File: config.mk
export PLATFORM = sky130hd
export DESIGN_NAME = btgr_fifo
export DESIGN_NICKNAME = d
export VERILOG_FILES = /design/src/btgr_fifo.sv
export SDC_FILE = /design/constraint.sdc
export NUM_CORES = 1
export LEC_CHECK = 0
export BUFFER_PORTS_ARGS = -buffer_cell sky130_fd_sc_hd__buf_4
export CAP_MARGIN = 5
export CORE_MARGIN = 3
export CORE_UTILIZATION = 44
export CTS_CLUSTER_DIAMETER = 80
export DETAILED_ROUTE_END_ITERATION = 6
export PLACE_DENSITY = 0.83
export SLEW_MARGIN = 20
export SYNTH_ARGS = -nofsm -noshare
export SYNTH_HDL_FRONTEND = slang
export SYNTH_SLANG_ARGS = --single-unit
File: constraint.sdc
create_clock -name clk -period 1.35 [get_ports clk]
set_input_delay 0 -clock clk [delete_from_list [all_inputs] [get_ports clk]]
set_output_delay 0 -clock clk [all_outputs]
set_load 0.05 [all_outputs]
File: src/btgr_fifo.sv
// Two-entry queue used between the front end, the row generator and the output.
module btgr_fifo
    #(
        parameter int WIDTH = 8
    )
    (
        input  logic             clk,
        input  logic             rst_n,
        input  logic             push,
        input  logic [WIDTH-1:0] din,
        output logic             full,
        input  logic             pop,
        output logic [WIDTH-1:0] dout,
        output logic             empty
    );

    logic [WIDTH-1:0] mem_reg [2];
    logic             wr_ptr_reg, wr_ptr_next;
    logic             rd_ptr_reg, rd_ptr_next;
    logic [1:0]       count_reg, count_next;
    logic             do_push, do_pop;

    assign full    = (count_reg == 2'd2);
    assign empty   = (count_reg == 2'd0);
    assign do_push = push && !full;
    assign do_pop  = pop && !empty;
    assign dout    = mem_reg[rd_ptr_reg];

    // Pointer and occupancy update.
    always_comb
    begin
        wr_ptr_next = do_push ? ~wr_ptr_reg : wr_ptr_reg;
        rd_ptr_next = do_pop ? ~rd_ptr_reg : rd_ptr_reg;
        count_next  = count_reg;
        if (do_push && !do_pop)
        begin
            count_next = count_reg + 2'd1;
        end
        else if (do_pop && !do_push)
        begin
            count_next = count_reg - 2'd1;
        end
    end

    always_ff @(posedge clk or negedge rst_n)
    begin
        if (!rst_n)
        begin
            wr_ptr_reg <= 1'b0;
            rd_ptr_reg <= 1'b0;
            count_reg  <= 2'd0;
        end
        else
        begin
            wr_ptr_reg <= wr_ptr_next;
            rd_ptr_reg <= rd_ptr_next;
            count_reg  <= count_next;
        end
    end

    // Entry storage needs no reset.
    always_ff @(posedge clk)
    begin
        if (do_push)
        begin
            mem_reg[wr_ptr_reg] <= din;
        end
    end

endmodule

==> impl_results.md, run 1 <==
- Outcome: finished clean
- TritonCTS clock tree: built
- Worst hold-check path type: primary input to asynchronous set/reset pin
- Clock skew: 6.01 ps
- N_diodes: 0
- Period Utilization, post-route: 98.3%
- Crit-path most repeated cell: xor2_1
- Port bufs: 21
- Synth Instances: 44
- Core area: 0.00159 mm²
- Max-slew violation count: 0
- Clock buffer depth: 2
- Pwr dens: 2300 mW/mm²
- Synth area leader: edfxtp_1
- Syn Nets: 57
- Final wirelength: 1570 µm
- Initial Util: 49.1%
- Final GP Congestion: 0.712
- Initial DRC Count: 9
- Avg Inst Size Synth: 17.8 µm²
- Share of layout cells above drive strength 1: 52.2%
- Die Y: 48.2 µm
- Number of enable flip-flop cells after synthesis: 16
- Residual DRC count: 0
- Post-Syn Area: 782 µm²
- Max IR drop VDD: 1.37 mV
- Synth Flop Type: edfxtp_1
- Worst-Skew Late Latency: 290 ps
- Post-synth ARST share: 20.0%
- Final hold violation count: 0
- Fillers: 91
- DR vias/cell: 4.67
- Post-Layout Cell Count: 114
- Cell variety after synth: 15
- Synth top cells by count: edfxtp_1, mux2_1, dfrtp_1
- # rows: 14
- DP HPWL: 1030 µm
- Worst EP arrival: 1540 ps
- TritonCTS buffer count: 3
- Crit path cell chain: nand2b_4 -> nand2_4 -> inv_1 -> ha_2 -> xor2_1 -> nor2_1 -> xor2_1
- Vias in the first global route: 562
- Gr usage total: 14.5%
- Startpoint class of the critical path: flop
- WHS: 47.8 ps
- First-pass GRT wire length: 2270 µm
- Crit. End Element: flop
- Max reg flops: 16
- Crit-path max FO: 3
- CP Class: flop to flop
- Worst EP required: 1560 ps
- Initial antenna violation count: 0
- Clock Root Buffer: clkbuf_4
- Area of the multi-input gates: 218 µm²
- Most numerous cell in the Yosys netlist: edfxtp_1
- Setup violators final: 0
- Total number of vias: 532
- Die Wd: 48.2 µm
- Leak pwr: 0.000524 µW
- Largest cells by area after synthesis: edfxtp_1, dfrtp_1, mux2_1
- Post-route setup TNS: 0 ps
- Antenna viol nets, final: 0
- Fin crit period: 1330 ps
- I/O pins: 22
- Sequential cell area: 583 µm²
- CP max-delay cell: dfrtp_1
- Ys Warns: 0
- Worst-Margin Slew: 204 ps
- Grt ovf: 0
- Htree depth: 1
- FMAX: 753 MHz
- Crit path largest cell delay: 400 ps
- Register area share after synthesis: 74.2%
- Synthesized flop and latch total: 20
- Reg clk slew, reported paths: 100 ps
- DR pass1 iterations: 4
- Largest net degree at the start of global routing: 12
- Wirelength per Cell: 13.7 µm
- Utilization after layout: 77.8%
- Die area: 0.00232 mm²
- Cells after DPL: 94
- Max_slew headroom: 86.4%
- CTS Sinks: 20
- Layout overhead on the synthesized area: 58.6%
- Max Cap Viol: 0
- Synth top area share: 61.4%
- Cell area after layout: 0.00124 mm²
- RSZ-0062 raised after global routing: yes
- Nets: 104
- Placed Area: 0.00102 mm²
## worst max-delay path: cells and delay by family (launching register included)
family / cells / cell delay (ps)
xor gates and xnor gates: 2 / 310
adders and majority gates: 1 / 170
buffers and inverters: 1 / 40
DFF: 1 / 400
and+or+nand+nor: 3 / 330
## layout by cell type (no fill, tap or decap)
cell type,count
buf_6,8
edfxtp_1,16
inv_1,2
ha_2,1
clkbuf_1,1
mux2_2,2
dlygate4sd3_1,9
mux2_1,6
nor2_1,2
nand2_4,1
xor2_1,2
nand2b_4,1
xnor2_2,1
nor2_2,1
dfrtp_2,2
xnor2_1,2
dfrtp_1,2
clkbuf_4,3
o21ai_4,1
buf_4,26
and3_1,1
## stage by stage
step	setup slack [ps]	power (µW)
floorplan	-27.6	1880
detailed placement	-102	2310
global route	-46.5	3000
finish	22.8	2860
global placement	24.1	2260
CTS	-16.2	2760
## final timing paths
| path | start | endpoint | slack (ps) | depth (start not counted) |
|---|---|---|---|---|
| max in group asynchronous | rst_n | rd_ptr_reg$_DFFE_PN0P_ | 1190 | 2 |
| min in group clk | push | wr_ptr_reg$_DFFE_PN0P_ | 110 | 4 |
| worst min register to register | wr_ptr_reg$_DFFE_PN0P_ | wr_ptr_reg$_DFFE_PN0P_ | 550 | 1 |
| worst max-delay path | count_reg[0]$_DFFE_PN0P_ | count_reg[1]$_DFFE_PN0P_ | 20 | 7 |
| worst min-delay path | rst_n | count_reg[0]$_DFFE_PN0P_ | 50 | 2 |
| worst max register to register | count_reg[0]$_DFFE_PN0P_ | count_reg[1]$_DFFE_PN0P_ | 20 | 7 |
## layout make-up
type	instances	share of cell area [%]
flip-flops and latches	20	47.0
repair buffers	43	30.3
multi-input cells	21	17.6
well taps	24	2.42
clock buffers	4	2.12
inverters	2	0.605
## metal layers
layer	up-vias	global-route usage (%)	part of all wire, %
met3	4	3.32	4.4
met2	16	27.1	54
met1	258	15.5	39
met4	0	5.38	2.0
li1	254	-	-
met5	-	0	0
## cells by family (layout without fill, tap and decap cells)
family	count (synthesis)	after routing	share of synthesized area (%)
flip-flops	20	20	74.2
multiplexers	8	8	11.5
AND/OR/NAND/NOR	6	6	3.84
XOR/XNOR	5	5	6.56
buffers and inverters	3	49	1.60
adder cells (fa/ha/maj)	1	1	1.60
AO/OA/AOI/OAI	1	1	0.639
## where the power goes
| part | switching (µW) | total (µW) | internal (µW) |
|---|---|---|---|
| Combinational | 866 | 1570 | 704 |
| Sequential | 134 | 1000 | 868 |
| Clock | 169 | 283 | 115 |
## timing repair
action                                 4_1_cts  5_1_grt
setup buffers                                7        0
setup endpoints to repair                    9       11
hold buffers                                 9        0
endpoints found under the hold margin       20        0
resized for setup                            6        9
pin swaps                                    1        4
Power figures use the tool's default switching activity.
==> run 2, diff against run 1 <==
==> constraint.sdc (replaced) <==
create_clock -name clk -period 1.35 [get_ports clk]
set_input_delay 0 -clock clk [delete_from_list [all_inputs] [get_ports clk]]
set_output_delay 0 -clock clk [all_outputs]
set_load 0.005 [all_outputs]
==> run 2 against run 1 <==
  * Clock skew shrank 3.0 ps
  * Sequential power about the same
  * Cell count shrank 1.8%
  * Largest power group is now registers
  * Cell area fell by 3.1%
  * Highest routed layer unchanged
  * Wire length decreased by 2.2%
  * Utilization decreased by 2.4 points
  * Fmax shrank 1.1%
  * Via count fell by 3.6%
  * Sequential share of layout area up 1.5 points
  * Non-clock buffer count is 2 lower
  * Clock power shrank 1%
  * Count of clock-buffer cells in the layout unchanged
==> impl_results.md, run 2 (synthesis results as in run 1) <==
- Commonest non-fill, non-tap cell in the layout: buf_4 (unchanged)
- Period Utilization, post-route: 99.4% (was 98.3%)
- Pwr dens: 1860 mW/mm² (was 2300 mW/mm²)
- Crit path from: count_reg[0]$_DFFE_PN0P_ (unchanged)
- Layout overhead on the synthesized area: 53.6% (was 58.6%)
- Nets: 102 (was 104)
- Crit path cell chain: buf_6 -> o21ai_4 -> ha_2 -> xor2_1 -> nor2_1 -> xor2_1 (was nand2b_4 -> nand2_4 -> inv_1 -> ha_2 -> xor2_1 -> nor2_1 -> xor2_1)
- Max-slew violation count: 0 (unchanged)
- Gr usage total: 15.0% (was 14.5%)
- Overall Power: 2240 µW (was 2860 µW)
- R2R depth: 6 (was 7)
- RR Endpoint: count_reg[1]$_DFFE_PN0P_ (unchanged)
- Fillers: 94 (was 91)
- Worst-Skew Late Latency: 280 ps (was 290 ps)
- Max reg flops: 16 (unchanged)
- Clock skew: 3.04 ps (was 6.01 ps)
- Max_slew headroom: 85.8% (was 86.4%)
- Final GP Congestion: 0.712 (unchanged)
- Largest net degree at the start of global routing: 12 (unchanged)
- Clock buffer depth: 2 (unchanged)
- Final Worst Setup Slack: 8.27 ps (was 22.8 ps)
- FMAX: 745 MHz (was 753 MHz)
- Share of layout cells above drive strength 1: 51.1% (was 52.2%)
- Worst EP arrival: 1510 ps (was 1540 ps)
- First-pass GRT wire length: 2350 µm (was 2270 µm)
- Grt ovf: 0 (unchanged)
- Utilization after layout: 75.4% (was 77.8%)
- Final hold violation count: 0 (unchanged)
- Placed Area: 0.00102 mm² (unchanged)
- Cell area after layout: 0.00120 mm² (was 0.00124 mm²)
- Residual DRC count: 0 (unchanged)
- Wirelength per Cell: 13.7 µm (about the same)
- Crit path largest cell delay: 410 ps (was 400 ps)
- CP max-delay cell: dfrtp_1 (unchanged)
- Startpoint class of the critical path: flop (unchanged)
- CTS Sinks: 20 (unchanged)
- Vias in the first global route: 568 (was 562)
- N_diodes: 0 (unchanged)
- I/O pins: 22 (unchanged)
- Crit-path max FO: 2 (was 3)
- Max IR drop VDD: 1.24 mV (was 1.37 mV)
- Antenna viol nets, final: 0 (unchanged)
- Post-route setup TNS: 0 ps (unchanged)
- Worst EP required: 1520 ps (was 1560 ps)
- CP Class: flop to flop (unchanged)
- Setup violators final: 0 (unchanged)
- Worst-Margin Slew: 213 ps (was 204 ps)
- Crit path to: count_reg[1]$_DFFE_PN0P_ (unchanged)
- Clock Root Buffer: clkbuf_4 (unchanged)
- # rows: 14 (unchanged)
- Initial Util: 49.1% (unchanged)
- DR pass1 iterations: 4 (unchanged)
- Worst hold-check path type: primary input to asynchronous set/reset pin (unchanged)
- Die Wd: 48.2 µm (unchanged)
- DR vias/cell: 4.58 (was 4.67)
- RSZ-0062 raised after global routing: yes (unchanged)
- Die Y: 48.2 µm (unchanged)
- Most frequent cells in the layout: buf_4, edfxtp_1, dlygate4sd3_1 (unchanged)
- Htree depth: 1 (unchanged)
- Max Cap Viol: 0 (unchanged)
- Leak pwr: 0.000505 µW (was 0.000524 µW)
- Crit. End Element: flop (unchanged)
- Core area: 0.00159 mm² (unchanged)
- Die area: 0.00232 mm² (unchanged)
- Initial DRC Count: 10 (was 9)
- Port bufs: 21 (unchanged)
- Final wirelength: 1530 µm (was 1570 µm)
- Reg-to-Reg Start: count_reg[0]$_DFFE_PN0P_ (unchanged)
- TritonCTS buffer count: 3 (unchanged)
- Crit-path most repeated cell: xor2_1 (unchanged)
- Initial antenna violation count: 0 (unchanged)
- Place WS: -102 ps (unchanged)
- Flop2flop setup slack: 8 ps (was 20 ps)
- Fin crit period: 1340 ps (was 1330 ps)
- Total number of vias: 513 (was 532)
- Outcome: finished clean (unchanged)
- DP HPWL: 1030 µm (unchanged)
- TritonCTS clock tree: built (unchanged)
- Reg clk slew, reported paths: 100 ps (about the same)
==> run 2: cell types whose count changed in the layout (fill, tap and decap cells not counted), sizes merged <==
cell         delta
dlygate4sd3     +1
buf             -3
==> run 2: per-layer routing <==
metal	part of all wire (%)	vias to the layer above	GRT usage [%]
li1	-	245	-
met1	38	252	14.8
met2	58	14	30.7
met3	3.2	2	3.32
met4	0.65	0	3.23
met5	0	-	0
==> run 2: through the flow <==
step | std cells | hold slack (ps)
finish | 112 | 59.9
global route | 112 | 58.7
CTS | 109 | 46.1
detailed placement | 94 | -201
global placement | 94 | -199
floorplan | 44 | -296
==> run 2: worst max-delay path, delay by kind of cell, from the launching register on <==
| family | cells | cell delay, ps |
|---|---|---|
| XOR/XNOR | 2 | 300 |
| buffers and inverters | 1 | 130 |
| AO/OA/AOI/OAI | 1 | 120 |
| flip-flops | 1 | 410 |
| AND/OR/NAND/NOR | 1 | 70 |
| adder cells (fa/ha/maj) | 1 | 200 |
==> run 2: worst min-delay path by stage <==
stage	start	endpoint	slack, ps	depth (start not counted)
5_1_grt	rst_n	wr_ptr_reg$_DFFE_PN0P_	60	2
2_1_floorplan	rst_n	count_reg[0]$_DFFE_PN0P_	-300	0
4_1_cts	rst_n	count_reg[1]$_DFFE_PN0P_	50	2
3_5_place_dp	rst_n	count_reg[0]$_DFFE_PN0P_	-200	1
3_3_place_gp	rst_n	count_reg[1]$_DFFE_PN0P_	-200	1
6_report	rst_n	wr_ptr_reg$_DFFE_PN0P_	60	2
==> run 2: final cells by class <==
| type | count | area, µm² | area share, % |
|---|---|---|---|
| clock buffer | 4 | 26.3 | 2.19 |
| tap | 24 | 30.0 | 2.50 |
| timing repair buffer | 41 | 337 | 28.0 |
| sequential | 20 | 583 | 48.5 |
| multi-input combinational | 21 | 218 | 18.1 |
| inverter | 2 | 7.51 | 0.625 |
==> run 2: what timing repair did <==
item | 4_1_cts | 5_1_grt
resized for setup | 5 | 4
hold buffers | 10 | 0
endpoints found under the hold margin | 21 | 0
pin swaps | 1 | 5
buffers inserted | 1 | 3
setup endpoints to repair | 9 | 1
==> run 2: report_power, final <==
part | internal [µW] | switching [µW]
logic | 591 | 353
clock network | 115 | 165
registers | 868 | 145
total | 1570 | 662
