==> src/btgr_pkg.sv <==
// Shared types, codes and constants of the bitmap text glyph renderer.
package btgr_pkg;

    // Widest font store address over the supported store depths.
    localparam int FONT_AW_MAX = 19;

    // Input operation codes.
    localparam logic [2:0] FUNC_TEXT       = 3'd0;
    localparam logic [2:0] FUNC_LOAD16     = 3'd1;
    localparam logic [2:0] FUNC_LOAD12     = 3'd2;
    localparam logic [2:0] FUNC_LOAD_GLYPH = 3'd3;
    localparam logic [2:0] FUNC_LOAD_CODE  = 3'd4;

    // Configuration register indexes.
    localparam logic REG_FONT_SELECT = 1'b0;
    localparam logic REG_ASCII_COUNT = 1'b1;

    // Character code constants.
    localparam logic [7:0] ASCII_FIRST  = 8'h20;
    localparam logic [7:0] LEAD_MIN     = 8'h80;
    localparam logic [7:0] HANZI_ORIGIN = 8'hA1;
    localparam logic signed [16:0] HANZI_ROW = 17'sd94;
    localparam logic signed [21:0] HANZI12_BASE = 22'sd2304;

    typedef enum logic [1:0] {
        KIND_H16 = 2'd0,
        KIND_H12 = 2'd1,
        KIND_A16 = 2'd2,
        KIND_A12 = 2'd3
    } glyph_kind_t;

    // One glyph job handed from the front end to the row generator.
    typedef struct packed {
        glyph_kind_t            kind;
        logic [FONT_AW_MAX-1:0] base;
        logic [7:0]             x;
        logic [7:0]             y;
        logic                   inv;
    } glyph_cmd_t;

    // Font store write request from the front end.
    typedef struct packed {
        logic        we16;
        logic        we12;
        logic        weg;
        logic [17:0] addr;
        logic [7:0]  data;
    } load_req_t;

    // One output word: a glyph row span.
    typedef struct packed {
        logic [7:0]  pix_x;
        logic [7:0]  pix_y;
        logic [4:0]  span_len;
        logic [15:0] pixels;
        logic        last;
    } span_t;

    // Pixel width of a glyph kind.
    function automatic logic [4:0] glyph_width(input glyph_kind_t k);
        logic [4:0] w;
        case (k)
            KIND_H16: w = 5'd16;
            KIND_H12: w = 5'd12;
            KIND_A16: w = 5'd8;
            KIND_A12: w = 5'd6;
            default:  w = 5'd16;
        endcase
        return w;
    endfunction

    // Index of the final row of a glyph kind.
    function automatic logic [3:0] glyph_last_row(input glyph_kind_t k);
        logic [3:0] r;
        case (k)
            KIND_H16, KIND_A16: r = 4'd15;
            default:            r = 4'd11;
        endcase
        return r;
    endfunction

endpackage

==> src/btgr_ram.sv <==
// Generic single write port RAM with a registered read port.
module btgr_ram
    #(
        parameter int WIDTH = 8,
        parameter int DEPTH = 256,
        localparam int AW = (DEPTH > 1) ? $clog2(DEPTH) : 1
    )
    (
        input  logic             clk,
        input  logic             we,
        input  logic [AW-1:0]    waddr,
        input  logic [WIDTH-1:0] wdata,
        input  logic             re,
        input  logic [AW-1:0]    raddr,
        output logic [WIDTH-1:0] rdata
    );

    logic [WIDTH-1:0] mem_reg [DEPTH];

    // Write and registered read.
    always_ff @(posedge clk)
    begin
        if (we)
        begin
            mem_reg[waddr] <= wdata;
        end
        if (re)
        begin
            rdata <= mem_reg[raddr];
        end
    end

endmodule

==> src/btgr_front.sv <==
// Front end: accepts words, tracks cursor and lead byte, searches the ASCII table, builds jobs.
module btgr_front
    import btgr_pkg::*;
    #(
        parameter int DISPLAY_WIDTH    = 160,
        parameter int DISPLAY_HEIGHT   = 160,
        parameter int FONT_STORE_DEPTH = 262144,
        parameter int ASCII_ENTRIES    = 128
    )
    (
        input  logic       clk,
        input  logic       rst_n,
        input  logic       cfg_wr_en,
        input  logic       cfg_index,
        input  logic [7:0] cfg_data,
        input  logic       push,
        output logic       full,
        input  logic [2:0] func,
        input  logic [17:0] addr,
        input  logic [7:0] data,
        input  logic [7:0] start_x,
        input  logic [7:0] start_y,
        input  logic       first,
        input  logic       invert,
        input  logic       back_idle,
        input  logic       q_full,
        output logic       q_push,
        output glyph_cmd_t q_cmd,
        output load_req_t  ld
    );

    localparam int CAW = (ASCII_ENTRIES > 1) ? $clog2(ASCII_ENTRIES) : 1;
    localparam int JW  = $clog2(ASCII_ENTRIES + 1);
    localparam logic signed [21:0] DEPTH_S = 22'(FONT_STORE_DEPTH);

    typedef enum logic [6:0] {
        F_IDLE = 7'b0000001,
        F_LOAD = 7'b0000010,
        F_SRD  = 7'b0000100,
        F_SCMP = 7'b0001000,
        F_IDX  = 7'b0010000,
        F_BASE = 7'b0100000,
        F_PUSH = 7'b1000000
    } front_state_t;

    front_state_t      state_reg, state_next;
    logic              font_select_reg, font_select_next;
    logic [7:0]        ascii_count_reg, ascii_count_next;
    logic [7:0]        cursor_reg, cursor_next;
    logic [7:0]        line_reg, line_next;
    logic [7:0]        lead_reg, lead_next;
    logic              lead_pend_reg, lead_pend_next;
    logic              inv_reg, inv_next;
    logic [2:0]        func_reg, func_next;
    logic [17:0]       addr_reg, addr_next;
    logic [7:0]        data_reg, data_next;
    glyph_kind_t       kind_reg, kind_next;
    logic [JW-1:0]     j_reg, j_next;
    logic signed [16:0] idx_reg, idx_next;
    logic signed [21:0] vbase_reg, vbase_next;

    logic              accept;
    logic [JW-1:0]     n_eff;
    logic [7:0]        code_q;
    logic              code_we;
    logic signed [8:0] dl, dt;
    logic signed [21:0] vwrap;
    logic [8:0]        adv_sum;
    logic [7:0]        adv;

    // Reduce an 8-bit value modulo m by binary restoring subtraction.
    function automatic logic [7:0] wrap8(input logic [7:0] v, input int m);
        logic [16:0] r;
        r = 17'(v);
        for (int k = 7; k >= 0; k--)
        begin
            if (r >= (17'(m) << k))
            begin
                r = r - (17'(m) << k);
            end
        end
        return r[7:0];
    endfunction

    assign accept = push && (state_reg == F_IDLE);
    assign full   = (state_reg != F_IDLE);
    assign n_eff  = (ascii_count_reg > 8'(ASCII_ENTRIES)) ? JW'(ASCII_ENTRIES)
                                                          : JW'(ascii_count_reg);

    // ASCII code table, written on load and walked by the search.
    assign code_we = accept && (func == FUNC_LOAD_CODE) && (addr < 18'(ASCII_ENTRIES));

    btgr_ram #(.WIDTH(8), .DEPTH(ASCII_ENTRIES)) u_codes (
        .clk   (clk),
        .we    (code_we),
        .waddr (addr[CAW-1:0]),
        .wdata (data),
        .re    (state_reg == F_SRD),
        .raddr (j_reg[CAW-1:0]),
        .rdata (code_q)
    );

    // Zone and position offsets of a double-byte character.
    assign dl = $signed({1'b0, lead_reg}) - $signed({1'b0, HANZI_ORIGIN});
    assign dt = $signed({1'b0, data_reg}) - $signed({1'b0, HANZI_ORIGIN});

    // Bring a glyph base address into the font store range.
    always_comb
    begin
        if (vbase_reg < -DEPTH_S)
        begin
            vwrap = vbase_reg + DEPTH_S + DEPTH_S;
        end
        else if (vbase_reg < 22'sd0)
        begin
            vwrap = vbase_reg + DEPTH_S;
        end
        else if (vbase_reg >= DEPTH_S)
        begin
            vwrap = vbase_reg - DEPTH_S;
        end
        else
        begin
            vwrap = vbase_reg;
        end
    end

    // Cursor advance by the glyph width.
    assign adv_sum = {1'b0, cursor_reg} + 9'(glyph_width(kind_reg));
    assign adv     = (adv_sum >= 9'(DISPLAY_WIDTH)) ? 8'(adv_sum - 9'(DISPLAY_WIDTH))
                                                    : adv_sum[7:0];

    // Job and load outputs.
    assign q_push     = (state_reg == F_PUSH) && !q_full;
    assign q_cmd.kind = kind_reg;
    assign q_cmd.base = vwrap[FONT_AW_MAX-1:0];
    assign q_cmd.x    = cursor_reg;
    assign q_cmd.y    = line_reg;
    assign q_cmd.inv  = inv_reg;
    assign ld.we16 = (state_reg == F_LOAD) && back_idle && (func_reg == FUNC_LOAD16);
    assign ld.we12 = (state_reg == F_LOAD) && back_idle && (func_reg == FUNC_LOAD12);
    assign ld.weg  = (state_reg == F_LOAD) && back_idle && (func_reg == FUNC_LOAD_GLYPH);
    assign ld.addr = addr_reg;
    assign ld.data = data_reg;

    // Next-state logic.
    always_comb
    begin
        state_next       = state_reg;
        font_select_next = font_select_reg;
        ascii_count_next = ascii_count_reg;
        cursor_next      = cursor_reg;
        line_next        = line_reg;
        lead_next        = lead_reg;
        lead_pend_next   = lead_pend_reg;
        inv_next         = inv_reg;
        func_next        = func_reg;
        addr_next        = addr_reg;
        data_next        = data_reg;
        kind_next        = kind_reg;
        j_next           = j_reg;
        idx_next         = idx_reg;
        vbase_next       = vbase_reg;

        if (cfg_wr_en)
        begin
            case (cfg_index)
                REG_FONT_SELECT: font_select_next = cfg_data[0];
                REG_ASCII_COUNT: ascii_count_next = cfg_data;
                default: ;
            endcase
        end

        case (state_reg)
            F_IDLE:
            begin
                if (accept)
                begin
                    func_next = func;
                    addr_next = addr;
                    data_next = data;
                    case (func)
                        FUNC_TEXT:
                        begin
                            if (first)
                            begin
                                cursor_next    = wrap8(start_x, DISPLAY_WIDTH);
                                line_next      = wrap8(start_y, DISPLAY_HEIGHT);
                                inv_next       = invert;
                                lead_pend_next = 1'b0;
                            end
                            if (lead_pend_reg && !first)
                            begin
                                lead_pend_next = 1'b0;
                                kind_next  = font_select_reg ? KIND_H12 : KIND_H16;
                                state_next = F_IDX;
                            end
                            else if (data >= LEAD_MIN)
                            begin
                                lead_next      = data;
                                lead_pend_next = 1'b1;
                            end
                            else if (data < ASCII_FIRST)
                            begin
                                state_next = F_IDLE;
                            end
                            else if (font_select_reg)
                            begin
                                kind_next  = KIND_A12;
                                state_next = F_IDX;
                            end
                            else if (n_eff != '0)
                            begin
                                kind_next  = KIND_A16;
                                j_next     = '0;
                                state_next = F_SRD;
                            end
                        end
                        FUNC_LOAD16, FUNC_LOAD12:
                        begin
                            state_next = F_LOAD;
                        end
                        FUNC_LOAD_GLYPH:
                        begin
                            if (addr < 18'(ASCII_ENTRIES * 16))
                            begin
                                state_next = F_LOAD;
                            end
                        end
                        default: ;
                    endcase
                end
            end
            F_LOAD:
            begin
                if (back_idle)
                begin
                    state_next = F_IDLE;
                end
            end
            F_SRD:
            begin
                state_next = F_SCMP;
            end
            F_SCMP:
            begin
                if (code_q == data_reg)
                begin
                    vbase_next = 22'(j_reg) <<< 4;
                    state_next = F_PUSH;
                end
                else if (j_reg + JW'(1) == n_eff)
                begin
                    state_next = F_IDLE;
                end
                else
                begin
                    j_next     = j_reg + JW'(1);
                    state_next = F_SRD;
                end
            end
            F_IDX:
            begin
                idx_next   = 17'(dl) * HANZI_ROW + 17'(dt);
                state_next = F_BASE;
            end
            F_BASE:
            begin
                case (kind_reg)
                    KIND_H16: vbase_next = 22'(idx_reg) * 22'sd32;
                    KIND_H12: vbase_next = HANZI12_BASE + 22'(idx_reg) * 22'sd24;
                    KIND_A12: vbase_next = $signed(22'(data_reg - ASCII_FIRST)) * 22'sd24;
                    default:  vbase_next = vbase_reg;
                endcase
                state_next = F_PUSH;
            end
            F_PUSH:
            begin
                if (!q_full)
                begin
                    cursor_next = adv;
                    state_next  = F_IDLE;
                end
            end
            default:
            begin
                state_next = F_IDLE;
            end
        endcase
    end

    // Control state.
    always_ff @(posedge clk or negedge rst_n)
    begin
        if (!rst_n)
        begin
            state_reg       <= F_IDLE;
            font_select_reg <= 1'b1;
            ascii_count_reg <= 8'd0;
            cursor_reg      <= 8'd0;
            line_reg        <= 8'd0;
            lead_reg        <= 8'd0;
            lead_pend_reg   <= 1'b0;
            inv_reg         <= 1'b0;
        end
        else
        begin
            state_reg       <= state_next;
            font_select_reg <= font_select_next;
            ascii_count_reg <= ascii_count_next;
            cursor_reg      <= cursor_next;
            line_reg        <= line_next;
            lead_reg        <= lead_next;
            lead_pend_reg   <= lead_pend_next;
            inv_reg         <= inv_next;
        end
    end

    // Working registers of the current word.
    always_ff @(posedge clk)
    begin
        func_reg  <= func_next;
        addr_reg  <= addr_next;
        data_reg  <= data_next;
        kind_reg  <= kind_next;
        j_reg     <= j_next;
        idx_reg   <= idx_next;
        vbase_reg <= vbase_next;
    end

endmodule

==> config.mk <==
export PLATFORM = sky130hd
export DESIGN_NAME = btgr_front
export DESIGN_NICKNAME = d
export VERILOG_FILES = /design/src/btgr_pkg.sv /design/src/btgr_ram.sv /design/src/btgr_front.sv
export SDC_FILE = /design/constraint.sdc
export NUM_CORES = 2
export LEC_CHECK = 0
export BUFFER_PORTS_ARGS = -buffer_cell sky130_fd_sc_hd__buf_2
export CAP_MARGIN = 5
export CELL_PAD_IN_SITES_DETAIL_PLACEMENT = 0
export CELL_PAD_IN_SITES_GLOBAL_PLACEMENT = 1
export CORE_ASPECT_RATIO = 0.75
export CORE_MARGIN = 5
export CORE_UTILIZATION = 25
export CTS_BUF_LIST = sky130_fd_sc_hd__clkbuf_16
export DETAILED_ROUTE_END_ITERATION = 8
export GPL_TIMING_DRIVEN = 0
export PLACE_DENSITY = 0.47
export SLEW_MARGIN = 20
export SYNTH_ARGS = -nofsm -noshare
export SYNTH_HDL_FRONTEND = slang
export SYNTH_SLANG_ARGS = --single-unit
==> constraint.sdc <==
create_clock -name clk -period 7.88 [get_ports clk]
set_clock_uncertainty 0.05 [all_clocks]
set_input_delay 1.576 -clock clk [delete_from_list [all_inputs] [get_ports clk]]
set_output_delay 1.576 -clock clk [all_outputs]
set_load 0.03 [all_outputs]
==> impl_metrics.prom <==
# TYPE chip_impl_metric gauge
chip_impl_metric{name="drt_pre_antenna_iters",unit=""} 7
chip_impl_metric{name="cts_made_buffers",unit=""} 121
chip_impl_metric{name="yosys.area.top_type_share",unit="%"} 67.5
chip_impl_metric{name="width_of_the_die",unit="um"} 523
chip_impl_metric{name="register_area",unit="sq mm"} 0.0343
chip_impl_metric{name="nets",unit=""} 3064
chip_impl_metric{name="synthDistinctLibCells",unit=""} 74
chip_impl_info{name="tritoncts",value="done"} 1
chip_impl_metric{name="num_antenna_cells",unit=""} 0
chip_impl_metric{name="drive_above_1_share",unit="%"} 25.7
chip_impl_metric{name="multiInputGateArea",unit="sq mm"} 0.0140
chip_impl_metric{name="largest_net_degree_at_the_start_of_global_routing",unit=""} 99
chip_impl_metric{name="fp-row-count",unit=""} 141
chip_impl_metric{name="syn_inst",unit=""} 2604
chip_impl_metric{name="fin_worst_hold_slack",unit="ps"} 420
chip_impl_metric{name="finalHoldViolCount",unit=""} 0
chip_impl_metric{name="design.portCount",unit=""} 131
chip_impl_metric{name="synth_sequential_area_ratio",unit="%"} 69.6
chip_impl_info{name="critical_path.reg2reg.startpoint",value="lead_reg[0]"} 1
chip_impl_metric{name="final_cell_area",unit="sq mm"} 0.0576
chip_impl_metric{name="place.port_buffers",unit=""} 127
chip_impl_metric{name="wirelength",unit="um"} 143000
chip_impl_info{name="worstSetupEndpointType",value="flip-flop"} 1
chip_impl_metric{name="post_synth.cell_area_avg",unit="sq um"} 18.9
chip_impl_metric{name="wire_length_of_the_first_global_routing_pass",unit="um"} 202000
chip_impl_info{name="hold_path.startpoint",value="line_reg[7]"} 1
chip_impl_metric{name="number_of_enable_type_register_cells_in_the_synthesized_netlist",unit=""} 1107
chip_impl_metric{name="cts.sinks",unit=""} 1149
chip_impl_metric{name="worstHoldPathCells",unit=""} 2
chip_impl_info{name="synth_most_common_cell",value="edfxtp_1"} 1
chip_impl_metric{name="cts.htree.levels",unit=""} 3
chip_impl_info{name="worst-setup-path-type",value="reg -> reg"} 1
chip_impl_info{name="setup_repair_after_global_routing_missed_its_margin",value="false"} 1
chip_impl_metric{name="largest_reg_flops",unit=""} 1024
chip_impl_metric{name="place_hpwl",unit="um"} 99400
chip_impl_metric{name="critPathArrivalTime",unit="ps"} 6910
chip_impl_metric{name="synth.ff_latch_count",unit=""} 1149
chip_impl_metric{name="drv_slew",unit=""} 0
chip_impl_metric{name="syn-cell-area",unit="sq mm"} 0.0493
chip_impl_metric{name="initial_utilization",unit="%"} 25.1
chip_impl_metric{name="worst_setup_slack_after_layout",unit="ps"} 1400
chip_impl_metric{name="grt_use_total",unit="%"} 13.6
chip_impl_metric{name="data_required_critical_path",unit="ps"} 8310
chip_impl_metric{name="ctsHoldBuffers",unit=""} 0
chip_impl_metric{name="area_growth_syn_to_layout",unit="%"} 16.9
chip_impl_metric{name="detailedPlace.worstSlack",unit="ps"} 1310
chip_impl_info{name="synth.largest_area_cell",value="edfxtp_1"} 1
chip_impl_metric{name="wire_per_inst",unit="um"} 25.4
chip_impl_metric{name="die_y",unit="um"} 394
chip_impl_info{name="outcome",value="complete, no violations"} 1
chip_impl_metric{name="cts.repair.resized",unit=""} 0
chip_impl_info{name="reg2reg_to",value="idx_reg[16]"} 1
chip_impl_metric{name="viasPerCell",unit=""} 4.51
chip_impl_info{name="min_delay_endpoint",value="line_reg[7]"} 1
chip_impl_metric{name="insertion_delay",unit="ps"} 760
chip_impl_metric{name="drc_viols",unit=""} 0
chip_impl_metric{name="cts-root-to-sink-buffers",unit=""} 3
chip_impl_metric{name="via_count_of_the_routed_design",unit=""} 25362
chip_impl_info{name="synth.top_cells.by_count",value="edfxtp_1, mux4_2, nor2_1"} 1
chip_impl_metric{name="gr-total-overflow",unit=""} 0
chip_impl_info{name="critPathLaunch",value="lead_reg[0]"} 1
chip_impl_metric{name="grt_pass1_vias",unit=""} 25861
chip_impl_metric{name="post_dp_cell_area",unit="sq mm"} 0.0536
chip_impl_metric{name="regToRegSetupSlack",unit="ps"} 1400
chip_impl_metric{name="num-fill-cells",unit=""} 19518
chip_impl_metric{name="critical_path_peak_fanout",unit=""} 6
chip_impl_info{name="cp_launch_type",value="flip-flop"} 1
chip_impl_metric{name="post-route-min-period",unit="ps"} 6480
chip_impl_metric{name="timing.max_slew.rel_slack",unit="%"} 20.8
chip_impl_info{name="clock_root_buffer",value="clkbuf_16"} 1
chip_impl_metric{name="tns",unit="ps"} 0
chip_impl_metric{name="fin_crit_sh",unit="%"} 82.2
chip_impl_metric{name="postCtsSetupRepairBufs",unit=""} 0
chip_impl_metric{name="timing.max_cap.violations",unit=""} 0
chip_impl_metric{name="antenna_violations_before_repair",unit=""} 11
chip_impl_metric{name="ys.warnings.count",unit=""} 0
chip_impl_metric{name="core_region_area",unit="sq mm"} 0.197
chip_impl_metric{name="ff2ff_path_depth",unit=""} 24
chip_impl_metric{name="clk_pin_slew",unit="ps"} 60
chip_impl_info{name="timing.hold.worst.class",value="reg -> reg"} 1
chip_impl_metric{name="timing_worst_slew_pin_value",unit="ps"} 1190
chip_impl_metric{name="clock.fmax",unit="MHz"} 154
chip_impl_metric{name="number_of_violations_reported_at_the_end_of_detailed_routing_iteration_0",unit=""} 2294
chip_impl_info{name="yosys_most_used_dff",value="edfxtp_1"} 1
chip_impl_metric{name="ant_nets",unit=""} 0
chip_impl_metric{name="gpl.final_weighted_congestion",unit=""} 0.759
chip_impl_metric{name="async_set_or_reset_flop_fraction_in_the_synthesized_netlist",unit="%"} 3.66
chip_impl_metric{name="setup_viol",unit=""} 0
chip_impl_metric{name="die_outline_area",unit="sq mm"} 0.206
chip_impl_info{name="synth.area.top_cells",value="edfxtp_1, mux4_2, ha_1, dfrtp_1, nor2_1"} 1
==> cell type report <==
| type | count | area share [%] |
|---|---|---|
| multi-input cells | 1238 | 24.4 |
| well taps | 2645 | 5.75 |
| flip-flops and latches | 1149 | 59.6 |
| clock buffers | 123 | 5.35 |
| plain buffers | 118 | 1.05 |
| inverters | 101 | 0.658 |
| clock inverters | 107 | 1.60 |
| repair buffers | 139 | 1.67 |
==> placed cells by master (no fill, tap or decap), types with 10 or more instances in the layout <==
cell	instances
clkinv_1	34
nand2_1	74
nor3_1	23
xor2_1	40
dfrtp_1	40
o211ai_1	11
a21o_1	22
edfxtp_1	1107
clkinv_2	26
a31oi_1	11
fa_1	22
mux2_2	33
buf_4	31
clkbuf_2	14
clkbuf_16	123
nor2_1	196
a21oi_1	55
bufinv_16	15
nor2b_1	20
inv_1	119
nand3_1	36
clkbuf_1	42
o21ai_0	29
ha_1	112
a211oi_1	10
buf_2	138
buf_1	12
nor4_1	10
mux4_2	336
xnor2_1	61
==> logic make-up (layout without fill, tap and decap cells) <==
family,Yosys count,after routing,share of synthesized area (%)
XOR/XNOR,101,101,1.80
buffers and inverters,219,588,1.95
AND/OR/NAND/NOR,423,423,3.97
adder cells (fa/ha/maj),134,134,3.74
flip-flops,1149,1149,69.6
other,1,3,0.00761
multiplexers,373,373,16.2
AO/OA/AOI/OAI,204,204,2.74
==> per-stage QoR <==
| step | util, % | std cells |
|---|---|---|
| floorplan | - | 2606 |
| global placement | 27.1 | 5378 |
| detailed placement | 27.3 | 5390 |
| CTS | 29.3 | 5620 |
| global route | 29.3 | 5620 |
| finish | 29.3 | 5620 |
==> worst max-delay path by stage <==
stage | endpoint | slack [ps] | cells past startpoint
2_1_floorplan | idx_reg[15] | 2250 | 24
3_3_place_gp | idx_reg[15] | 1260 | 24
3_5_place_dp | idx_reg[16] | 1310 | 24
4_1_cts | idx_reg[16] | 1250 | 24
5_1_grt | idx_reg[16] | 840 | 24
6_report | idx_reg[16] | 1400 | 24
==> critical path: stages (launching register included) <==
cell and delay, ps:
dfrtp_1 430, inv_1 300, ha_1 250, nand2_1 120, xnor2_1 450, ha_1 350, xor2_1 170, ha_1 300
inv_1 40, fa_1 470, fa_1 520, inv_1 50, ha_1 300, a21boi_0 260, o21ai_0 160, nor2b_1 170
xnor2_1 150, ha_1 400, nand3_1 100, or3_1 350, nand4_1 110, o211ai_1 140, o21a_1 240, o21ai_0 230
xnor2_1 110
==> per-layer routing <==
| layer | global-route usage [%] | routed length (um) |
|---|---|---|
| met5 | 0 | 0 |
| met4 | 2.34 | 2240 |
| met3 | 2.81 | 7080 |
| met2 | 19.9 | 62300 |
| met1 | 21.0 | 70900 |
Power is not shown: default switching activity piles up to over one toggle a cycle in this logic, so the estimate is an artifact.
